--- src/sv/dlps_pkg.sv ---
// ----------------------------------------------------------------------------
// dlps_pkg
// Shared widths, codes, controller states and the command bundle.
// ----------------------------------------------------------------------------
package dlps_pkg;

    localparam int SAMPLE_W = 16;
    localparam int RATIO_W  = 18;
    localparam int PHASE_W  = 26;   // Q10.16 delay phase
    localparam int PSUM_W   = 28;   // phase plus step, below three spans
    localparam int K_W      = 10;   // integer part of the phase
    localparam int FRAC_W   = 16;
    localparam int GAIN_W   = 17;   // Q16 crossfade gain, up to 1.0
    localparam int QUOT_W   = 18;   // raw phase / crossfade length
    localparam int TAP_W    = 33;   // Q16 interpolated tap
    localparam int MIX_W    = 49;   // Q32 crossfaded value
    localparam int ESUM_W   = 50;   // Q32 echo sum
    localparam int RECIP_W  = 27;
    localparam int PROD_W   = PHASE_W + RECIP_W;

    localparam logic [GAIN_W-1:0]  GAIN_ONE    = 17'h10000;
    localparam logic [RATIO_W-1:0] RATIO_RESET = 18'h10000;

    localparam int ADDR_W = 3;
    localparam int DATA_W = 32;

    typedef enum logic [0:0] {
        REG_PITCH_RATIO = 1'b0,
        REG_ECHO_ENABLE = 1'b1
    } reg_idx_t;

    typedef enum logic [3:0] {
        ST_IDLE,
        ST_WRAP,
        ST_RECIP,
        ST_TAP_A0,
        ST_TAP_A1,
        ST_TAP_B0,
        ST_TAP_B1,
        ST_DIFF,
        ST_MIX,
        ST_SUM,
        ST_OUT
    } state_t;

    typedef enum logic [1:0] {
        TAP_A0,
        TAP_A1,
        TAP_B0,
        TAP_B1
    } tap_sel_t;

    typedef struct packed {
        logic     take;
        logic     ld_wrap;
        logic     ld_recip;
        tap_sel_t tap_sel;
        logic     ld_d0;
        logic     ld_gain;
        logic     ld_ta;
        logic     ld_tb;
        logic     ld_diff;
        logic     ld_mix;
        logic     ld_sum;
        logic     finish;
    } dp_cmd_t;

    // Truncate a Q32 value toward zero, then clamp to a 16-bit sample.
    function automatic logic signed [SAMPLE_W-1:0] trunc_sat(
        input logic signed [ESUM_W-1:0] v
    );
        logic signed [ESUM_W-1:0]    biased;
        logic signed [ESUM_W-33:0]   whole;
        logic signed [SAMPLE_W-1:0]  res;
        biased = v + {{(ESUM_W-32){1'b0}}, {32{v[ESUM_W-1]}}};
        whole  = biased[ESUM_W-1:32];
        if (whole > 18'sd32767) begin
            res = 16'sh7FFF;
        end else if (whole < -18'sd32768) begin
            res = 16'sh8000;
        end else begin
            res = whole[SAMPLE_W-1:0];
        end
        return res;
    endfunction

endpackage

--- src/sv/dlps_ctrl.sv ---
// ----------------------------------------------------------------------------
// dlps_ctrl
// Sequencer: walks one sample through the datapath and owns the handshakes.
// ----------------------------------------------------------------------------
module dlps_ctrl (
    input  logic              aclk,
    input  logic              aresetn,
    input  logic              s_valid,
    output logic              s_ready,
    output logic              m_valid,
    input  logic              m_ready,
    output dlps_pkg::dp_cmd_t cmd
);

    import dlps_pkg::*;

    state_t state_reg;
    state_t state_next;
    logic   m_valid_reg;
    logic   m_valid_next;
    logic   out_free;

    always_ff @(posedge aclk) begin
        if (!aresetn) begin
            state_reg   <= ST_IDLE;
            m_valid_reg <= 1'b0;
        end else begin
            state_reg   <= state_next;
            m_valid_reg <= m_valid_next;
        end
    end

    always_comb begin
        state_next = state_reg;
        cmd        = '0;
        s_ready    = 1'b0;
        out_free   = !m_valid_reg || m_ready;
        unique case (state_reg)
            ST_IDLE: begin
                s_ready = 1'b1;
                if (s_valid) begin
                    cmd.take   = 1'b1;
                    state_next = ST_WRAP;
                end
            end
            ST_WRAP: begin
                cmd.ld_wrap = 1'b1;
                state_next  = ST_RECIP;
            end
            ST_RECIP: begin
                cmd.ld_recip = 1'b1;
                cmd.tap_sel  = TAP_A0;
                state_next   = ST_TAP_A0;
            end
            ST_TAP_A0: begin
                cmd.ld_d0   = 1'b1;
                cmd.ld_gain = 1'b1;
                cmd.tap_sel = TAP_A1;
                state_next  = ST_TAP_A1;
            end
            ST_TAP_A1: begin
                cmd.ld_ta   = 1'b1;
                cmd.tap_sel = TAP_B0;
                state_next  = ST_TAP_B0;
            end
            ST_TAP_B0: begin
                cmd.ld_d0   = 1'b1;
                cmd.tap_sel = TAP_B1;
                state_next  = ST_TAP_B1;
            end
            ST_TAP_B1: begin
                cmd.ld_tb  = 1'b1;
                state_next = ST_DIFF;
            end
            ST_DIFF: begin
                cmd.ld_diff = 1'b1;
                state_next  = ST_MIX;
            end
            ST_MIX: begin
                cmd.ld_mix = 1'b1;
                state_next = ST_SUM;
            end
            ST_SUM: begin
                cmd.ld_sum = 1'b1;
                state_next = ST_OUT;
            end
            ST_OUT: begin
                // hold until the output register is free
                if (out_free) begin
                    cmd.finish = 1'b1;
                    state_next = ST_IDLE;
                end
            end
            default: begin
                state_next = ST_IDLE;
            end
        endcase
    end

    always_comb begin
        if (cmd.finish) begin
            m_valid_next = 1'b1;
        end else if (m_ready) begin
            m_valid_next = 1'b0;
        end else begin
            m_valid_next = m_valid_reg;
        end
    end

    assign m_valid = m_valid_reg;

endmodule

--- config.mk ---
export PLATFORM = sky130hd
export DESIGN_NAME = dlps_ctrl
export DESIGN_NICKNAME = d
export VERILOG_FILES = /design/src/sv/dlps_pkg.sv /design/src/sv/dlps_ctrl.sv
export SDC_FILE = /design/constraint.sdc
export NUM_CORES = 1
export LEC_CHECK = 0
export ABC_AREA = 1
export BUFFER_PORTS_ARGS = -buffer_cell sky130_fd_sc_hd__buf_2
export CORE_AREA = 3 3 40 42
export DETAILED_ROUTE_END_ITERATION = 7
export DIE_AREA = 0 0 43 45
export GPL_TIMING_DRIVEN = 0
export PLACE_DENSITY = 0.55
export SLEW_MARGIN = 20
export SYNTH_ARGS = -nofsm -noshare
export SYNTH_HDL_FRONTEND = slang
export SYNTH_SLANG_ARGS = --single-unit
--- constraint.sdc ---
create_clock -name aclk -period 1.3 [get_ports aclk]
set_input_delay 0.065 -clock aclk [delete_from_list [all_inputs] [get_ports aclk]]
set_output_delay 0.065 -clock aclk [all_outputs]
set_load 0.02 [all_outputs]
== Word level (Yosys, flattened, before mapping) ==
Index checks and enable logic that the tools add are counted.
W data, S select, Z words.

* Add/subtract/negate cells: 0
* Multiply operators: 0
* Div/mod/pow operators: 0
* Order comparisons: 0
* Equality and inequality tests: 12
* Shift operators: 0
* Multiplexer cells: 20
* Bitwise operators: 0
* Reductions and logical operators: 6

{| class="wikitable"
|+ Operators with widths
! cell !! number
|-
| $pmux W4 S11 || 1
|-
| $eq A4 B3 Y1 const B || 4
|-
| $mux W1 || 16
|-
| $eq A4 B4 Y1 const B || 3
|-
| $eq A4 B2 Y1 const B || 2
|-
| $mux W4 || 2
|-
| $pmux W2 S3 || 1
|-
| $eq A4 B1 Y1 const B || 1
|-
| $logic_not A4 Y1 || 1
|-
| $ne A2 B2 Y1 const B || 2
|-
| $reduce_and A2 Y1 || 1
|-
| $reduce_bool A2 Y1 || 1
|-
| $reduce_or A2 Y1 || 1
|-
| $logic_not A1 Y1 || 1
|-
| $logic_or A1 B1 Y1 || 1
|}

* Flip-flop bits (word level): 5
* Latch bits: 0
* RAM bits: 0
* ROM bits: 0
* Output and inout port bits: 15
* Word-level logic and storage cells: 40
* Memories: 0

== Depth between registers and ports, before layout ==
Gate-level depths: netlist (run 1).

* Word-level depth: 5
* Gate-level depth with buffers: 6
* Gate-level depth less buffers: 6

== Least setup slack after synthesis (run 1) ==
OpenSTA, ideal clock, no wires.

* Path kind: reg-to-output
* Start point: register state_reg[1]
* End point: output port cmd[12] in the netlist's numbering
* Arrival: 1.109 ns
* Data required time: 1.235 ns
* Setup slack: 0.126 ns
* Cell stages (with the launch flop): 4
* Buffers on the path: 0
* Path through: dfxtp_1 -> nor2_1 -> inv_1 -> nor3_1

{| class="wikitable"
|+ RTL lines
! item !! RTL line !! RTL
|-
| from (decl) || dlps_ctrl.sv:17 || <nowiki>state_t state_reg;</nowiki>
|-
| from (signal assigned) || dlps_ctrl.sv:28 || <nowiki>state_reg <= state_next;</nowiki>
|-
| to (decl) || dlps_ctrl.sv:12 || <nowiki>output dlps_pkg::dp_cmd_t cmd</nowiki>
|}

==> summary.md, run 1 <==
| Metric | Value |
|---|---|
| Outcome | finished clean |
| FILL cells | 140 |
| Clock sinks | 5 |
| Cell internal pwr | 0.3198 mW |
| Die X | 43 um |
| Setup crit end kind | output port |
| Largest net degree at the start of global routing | 8 |
| Final setup margin | 0.06309 ns |
| Ys async rst share | 0 |
| Slowest stage delay, CP | 0.37 ns |
| Register area share after synthesis | 0.2787 |
| Compound-Gate Fraction of Synth Area | 0.1220 |
| Maxcap violations | 0 |
| HP Start | aresetn |
| Largest family of logic cells by synthesized area | simple AND/OR/NAND/NOR gates |
| Top FF cell, synth | dfxtp_1 |
| Ys Warns | 0 |
| Drt pass-1 iters | 4 |
| Period minus WS final | between 1 and 1.5 ns |
| CTS root buffer | clkbuf_4 |
| Vias in the first global route | approximately 350 |
| Dpl hpwl | 669.6 um |
| Max Freq | 808.5 MHz |
| Total track usage | 0.09583 |
| Reg-to-reg slack, setup | roughly 0.34 ns |
| Switch Pwr | 0.1638 mW |
| Drt drc | 0 |
| FF+latch count, synth | 5 |
| Worst slack, placed | 0.1737 ns |
| Number of antenna violations at the first check in global routing | 0 |
| Synth top area share | 0.2787 |
| Clk_skew | 0.003425 ns |
| Fin. max-slew vios | 0 |
| Slew @ Worst Pin | 0.2095 ns |
| Post-DP Area | 467.9 um^2 |
| Post-synthesis xor/xnor area fraction | 0 |
| Worst path slowest cell | dfxtp_4 |
| Crit share post-route | 0.9515 |
| Syn Inst Count | 58 |
| Worst path arrival time | between 1 and 1.5 ns |
| Critical-path cell list | nor2_2 > inv_2 > nor3_1 > buf_2 |
| Htree depth | 1 |
| Final setup fails | 0 |
| PwrDens | 892.6 nW/um^2 |
| Die Ht | 45 um |
| Reg2Reg Depth | 5 |
| Top cells by count, synth | nor2_1, inv_1, dfxtp_1 |
| Post-DR vias/cell | 4.326 |
| Sw frac | 0.3387 |
| Post-CTS setup buffers | 0 |
| Hold Path Class | in -> reg |
| Post-synthesis mux area share | 0 |
| RSZ-0062 raised after global routing | true |
| Global route overflow | 0 |
| Max clock buf depth | 2 |
| Max FO, Critical Path | 7 |
| Area leader, netlist | dfxtp_1 |
| Synth-to-layout area growth | 50.87% |
| Starting DRT DRC Count | 7 |
| Post-Synth Simple-Gate Area | 0.4321 |
| GPL Wtd Cong | 0.7264 |
| Netlist cell types | 16 |
| Final WL | 842 um |
| Final ANT Viol Nets | 0 |
| Initial Util | 0.2795 |
| Slew HR | 0.8589 |
| Crit path max-delay family | flip-flops |
| Adder-Cell Fraction of Synth Area | 0 |
| TritonCTS Buffers | 3 |
| Synthesized Nets | 62 |
| Hold endpoint | state_reg[3]$_SDFFE_PN0P_ |
| # rows | 13 |
| Most frequent cell after synthesis | nor2_1 |
| Final hold vios | 0 |
| Clk pwr share | 0.371 |
| Hold-fix buffers, CTS | 0 |
| Synthesized area per cell | 6.191 um^2 |
| Post-DR wirelength/cell | ~8.9 um |
| Max reg flops | 4 |
| Synth top area cells | dfxtp_1, nor2_1, inv_1 |
| Crit Path Class | reg -> out |
| CP startpoint kind | flip-flop |
| Final net count | 85 |
| Post-Syn Area | 359.1 um^2 |
| Antenna cells | 0 |
| Layout cell share with drive strength beyond 1 | 0.5500 |
| Via count | 411 |
| WHS Path Cells | 3 |
| Worst VDD drop | around 730 uV |
| Clock-pin slew on the worst setup and hold paths | around 0.04 ns |
| Total core area | 1285 um^2 |
| # port buffers | 18 |
| Leak Pwr | roughly 0.27 nW |
| Power, Total | 0.4836 mW |
| Worst path bufs/invs | 2 |
| Post-synth EDFFs | 0 |
| Clk_lat worst skew | 0.24 ns |
| First-pass GRT wire length | roughly 1.4 mm |
| Gate power share | 0.262 |
| RR Startpoint | state_reg[1]$_SDFFE_PN0P_ |
| CTS tree | built |
| FF-to-FF End | state_reg[0]$_SDFFE_PN0P_ |
| IO Pins | 19 |
| Final Cell Area | 541.8 um^2 |
| DIE AREA | 1935 um^2 |
| Required @ worst endpoint | 1.24 ns |
| Flop pwr share | 0.368 |
==> area by class of cell <==
class                      count  area [um^2]  area share
multi-input combinational     38        226.5      0.4180
sequential                     5        115.1      0.2125
timing repair buffer          18        92.59      0.1709
inverter                      14        55.05      0.1016
clock buffer                   4        26.28     0.04850
tap                           15        18.77     0.03464
buffer                         1        7.507     0.01386
==> placed cells by master, fill, tap and decap left out <==
cell type,n
a21oi_1,1
a21oi_2,2
a31oi_1,1
buf_2,17
buf_4,2
clkbuf_1,1
clkbuf_4,3
clkinv_1,1
dfxtp_1,1
dfxtp_4,4
inv_1,8
inv_2,4
inv_4,1
nand2_2,2
nand2_4,1
nand3_1,4
nor2_1,13
nor2_2,3
nor2_4,5
nor3_1,3
o21ai_0,3
==> layer usage <==
metal  share of wire  vias to the layer above  GRT usage
met5               0                        -          0
met4               0                        0    0.01807
met3           0.067                        0    0.05976
met2            0.46                       13     0.1497
met1            0.48                      175     0.1135
li1                -                      223          -
==> kinds of logic (layout without fill, tap and decap cells) <==
kind of cell / Yosys count / in the layout
AOI/OAI and AO/OA: 7 / 7
and+or+nand+nor: 31 / 31
buffers and inverters: 15 / 37
DFF: 5 / 5
==> worst reg2reg max path, cell delays in order (launching register included) <==
cell	delay [ns]
dfxtp_4	0.39
inv_2	0.05
nor2_4	0.10
nand3_1	0.15
nand3_1	0.11
nor3_1	0.04
==> stage by stage <==
step           hold WS (ns)  instances   TNS [ns]    util
2_1_floorplan        0.2572         58          0       -
3_3_place_gp         0.3739         91          0  0.3642
3_5_place_dp         0.3755         91          0  0.3642
4_1_cts              0.1271         95          0  0.3973
5_1_grt              0.1569         95  -0.007349  0.4216
6_report             0.1314         95          0  0.4216
==> power by group through the flow <==
| stage | clock network [mW] | logic (mW) | registers [mW] |
|---|---|---|---|
| 2_1_floorplan | 0 | 0.0903 | 0.176 |
| 3_3_place_gp | 0 | 0.123 | 0.180 |
| 5_1_grt | 0.195 | 0.140 | 0.179 |
| 4_1_cts | 0.183 | 0.124 | 0.180 |
| 3_5_place_dp | 0 | 0.123 | 0.180 |
| 6_report | 0.179 | 0.127 | 0.178 |
==> worst max-delay path by stage <==
stage,end,start,cells after the start
floorplan,cmd[12],state_reg[1]$_SDFFE_PN0P_,3
global placement,cmd[7],state_reg[1]$_SDFFE_PN0P_,5
detailed placement,cmd[8],state_reg[1]$_SDFFE_PN0P_,5
CTS,cmd[12],state_reg[1]$_SDFFE_PN0P_,4
global route,cmd[12],state_reg[1]$_SDFFE_PN0P_,4
finish,cmd[12],state_reg[1]$_SDFFE_PN0P_,4
==> timing repair <==
item / in CTS / in global routing
cloned: 0 / 0
gates resized for setup: 7 / 12
pin swaps: 1 / 0
endpoints found under the setup margin: 4 / 4
Note: power is estimated with default switching activity, not from simulation.
==> run 2, diff against run 1 <==
--- a/config.mk
+++ b/config.mk
@@ -7,11 +7,12 @@
 export LEC_CHECK = 0
 export ABC_AREA = 1
 export BUFFER_PORTS_ARGS = -buffer_cell sky130_fd_sc_hd__buf_2
+export CAP_MARGIN = 10
 export CORE_AREA = 3 3 40 42
+export CTS_CLUSTER_SIZE = 20
 export DETAILED_ROUTE_END_ITERATION = 7
 export DIE_AREA = 0 0 43 45
 export GPL_TIMING_DRIVEN = 0
-export PLACE_DENSITY = 0.55
 export SLEW_MARGIN = 20
 export SYNTH_ARGS = -nofsm -noshare
 export SYNTH_HDL_FRONTEND = slang
==> summary.md, run 2 (synthesis results as in run 1) <==
| Metric | Value |
|---|---|
| Outcome | finished clean (unchanged) |
| Critical-path cell list | nand2_2 > nor2_4 > inv_2 > o21ai_0 > buf_2 (was nor2_2 > inv_2 > nor3_1 > buf_2) |
| Starting DRT DRC Count | 6 (was 7) |
| Commonest non-fill, non-tap cells in the layout | buf_2, nor2_1, inv_1 (unchanged) |
| Final ANT Viol Nets | 0 (unchanged) |
| Clock-pin slew on the worst setup and hold paths | 0.04 ns (about the same) |
| Dpl hpwl | 687.3 um (was 669.6 um) |
| Max FO, Critical Path | 7 (unchanged) |
| Slowest stage delay, CP | 0.39 ns (was 0.37 ns) |
| Post-DR wirelength/cell | 8.305 um (was 8.863 um) |
| TritonCTS Buffers | 3 (unchanged) |
| DIE AREA | 1935 um^2 (unchanged) |
| Clock sinks | 5 (unchanged) |
| Period minus WS final | 1.245 ns (was 1.237 ns) |
| Crit share post-route | 0.9580 (was 0.9515) |
| # port buffers | 18 (unchanged) |
| Final setup margin | 0.05454 ns (was 0.06309 ns) |
| Worst slack, placed | 0.1591 ns (was 0.1737 ns) |
| Final net count | 85 (unchanged) |
| Maxcap violations | 0 (unchanged) |
| # rows | 13 (unchanged) |
| Leak Pwr | 0.2693 nW (was 0.2654 nW) |
| GPL Wtd Cong | 0.7214 (was 0.7264) |
| IO Pins | 19 (unchanged) |
| Hold-fix buffers, CTS | 0 (unchanged) |
| Clk_skew | 0.001129 ns (was 0.003425 ns) |
| Max Freq | 802.9 MHz (was 808.5 MHz) |
| Crit Path Class | reg -> out (unchanged) |
| Worst path slowest cell | dfxtp_4 (unchanged) |
| Layout cell share with drive strength beyond 1 | 0.5500 (unchanged) |
| CP startpoint kind | flip-flop (unchanged) |
| Drt drc | 0 (unchanged) |
| Layout Cells excl Fill | 95 (unchanged) |
| Die Ht | 45 um (unchanged) |
| Max reg flops | 4 (unchanged) |
| Post-Place Cells | 91 (unchanged) |
| Util after Layout | 0.4255 (was 0.4216) |
| Die X | 43 um (unchanged) |
| Synth-to-layout area growth | 52.26% (was 50.87%) |
| First-pass GRT wire length | 1.442 mm (was 1.366 mm) |
| PwrDens | 876.0 nW/um^2 (was 892.6 nW/um^2) |
| Worst path arrival time | 1.18 ns (was 1.17 ns) |
| Max clock buf depth | 2 (unchanged) |
| Via count | 403 (was 411) |
| Clk_lat worst skew | 0.23 ns (was 0.24 ns) |
| Slew @ Worst Pin | 0.2189 ns (was 0.2095 ns) |
| Vias in the first global route | 369 (was 347) |
| Antenna cells | 0 (unchanged) |
| Worst VDD drop | 370.9 uV (was 725.8 uV) |
| Initial Util | 0.2795 (unchanged) |
| Final WL | 789 um (was 842 um) |
| Critical Path Start | state_reg[1]$_SDFFE_PN0P_ (unchanged) |
| RSZ-0062 raised after global routing | true (unchanged) |
| Hold Path Class | in -> reg (unchanged) |
| Commonest non-fill, non-tap cell in the layout | buf_2 (unchanged) |
| Drt pass-1 iters | 2 (was 4) |
| Worst path bufs/invs | 2 (unchanged) |
| Global route overflow | 0 (unchanged) |
| CTS tree | built (unchanged) |
| Total core area | 1285 um^2 (unchanged) |
| CTS root buffer | clkbuf_4 (unchanged) |
| Fin. max-slew vios | 0 (unchanged) |
| Post-DR vias/cell | 4.242 (was 4.326) |
| Slew HR | 0.8525 (was 0.8589) |
| HP Start | aresetn (unchanged) |
| Largest net degree at the start of global routing | 8 (unchanged) |
| Final setup fails | 0 (unchanged) |
| RR Startpoint | state_reg[1]$_SDFFE_PN0P_ (unchanged) |
| Setup crit end kind | output port (unchanged) |
| Crit path max-delay family | flip-flops (unchanged) |
| Total track usage | 0.09758 (was 0.09583) |
| Number of antenna violations at the first check in global routing | 0 (unchanged) |
| Final hold vios | 0 (unchanged) |
| Htree depth | 1 (unchanged) |
| Required @ worst endpoint | 1.24 ns (about the same) |
-- run 2: final cells by class --
| class | count | area (um^2) |
|---|---|---|
| buffer | 1 | 7.507 |
| clock buffer | 4 | 26.28 |
| fill | 143 | 738.2 |
| inverter | 14 | 52.55 |
| multi-input combinational | 38 | 231.5 |
| sequential | 5 | 115.1 |
| tap | 15 | 18.77 |
| timing repair buffer | 18 | 95.09 |
-- run 2: path summary, 6_finish.rpt --
kind / end / slack [ns] / cells past startpoint
worst max register to register: state_reg[1]$_SDFFE_PN0P_ / 0.35 / 5
worst min register to register: state_reg[0]$_SDFFE_PN0P_ / 0.49 / 1
worst min-delay path: state_reg[1]$_SDFFE_PN0P_ / 0.15 / 3
worst max-delay path: cmd[8] / 0.05 / 5
-- run 2: worst register-to-register path, delay by kind of cell (launching register included) --
kind | cells | cell delay (ns)
AND/OR/NAND/NOR | 3 | 0.20
flip-flops | 1 | 0.39
AO/OA/AOI/OAI | 1 | 0.17
buffers and inverters | 1 | 0.06
-- run 2: metrics by stage --
stage | cell area [um^2] | TNS [ns] | hold WS [ns] | total power [mW]
floorplan | 359.1 | 0 | 0.2572 | 0.2665
global placement | 467.9 | 0 | 0.3749 | 0.3015
detailed placement | 467.9 | 0 | 0.3941 | 0.3035
CTS | 501.7 | -0.07469 | 0.1485 | 0.4820
global route | 546.8 | -0.06321 | 0.1704 | 0.5099
finish | 546.8 | 0 | 0.1479 | 0.4790
-- run 2: timing repair --
action,4_1_cts,5_1_grt
gates resized for setup,4,15
pin swaps,0,0
setup endpoints to repair,4,10
buffers inserted,0,0
-- run 2: per-layer routing --
layer | up-vias | track usage | part of all wire
met4 | 0 | 0.07229 | 0
met2 | 14 | 0.1587 | 0.44
met1 | 167 | 0.1138 | 0.46
li1 | 222 | - | -
met3 | 0 | 0.01992 | 0.094
met5 | - | 0 | 0
-- run 2: report_power, final --
| group | switching (mW) | total (mW) | internal, mW |
|---|---|---|---|
| combinational | 0.0836 | 0.132 | 0.0485 |
| clock | 0.0522 | 0.167 | 0.115 |
| sequential | 0.0196 | 0.179 | 0.160 |
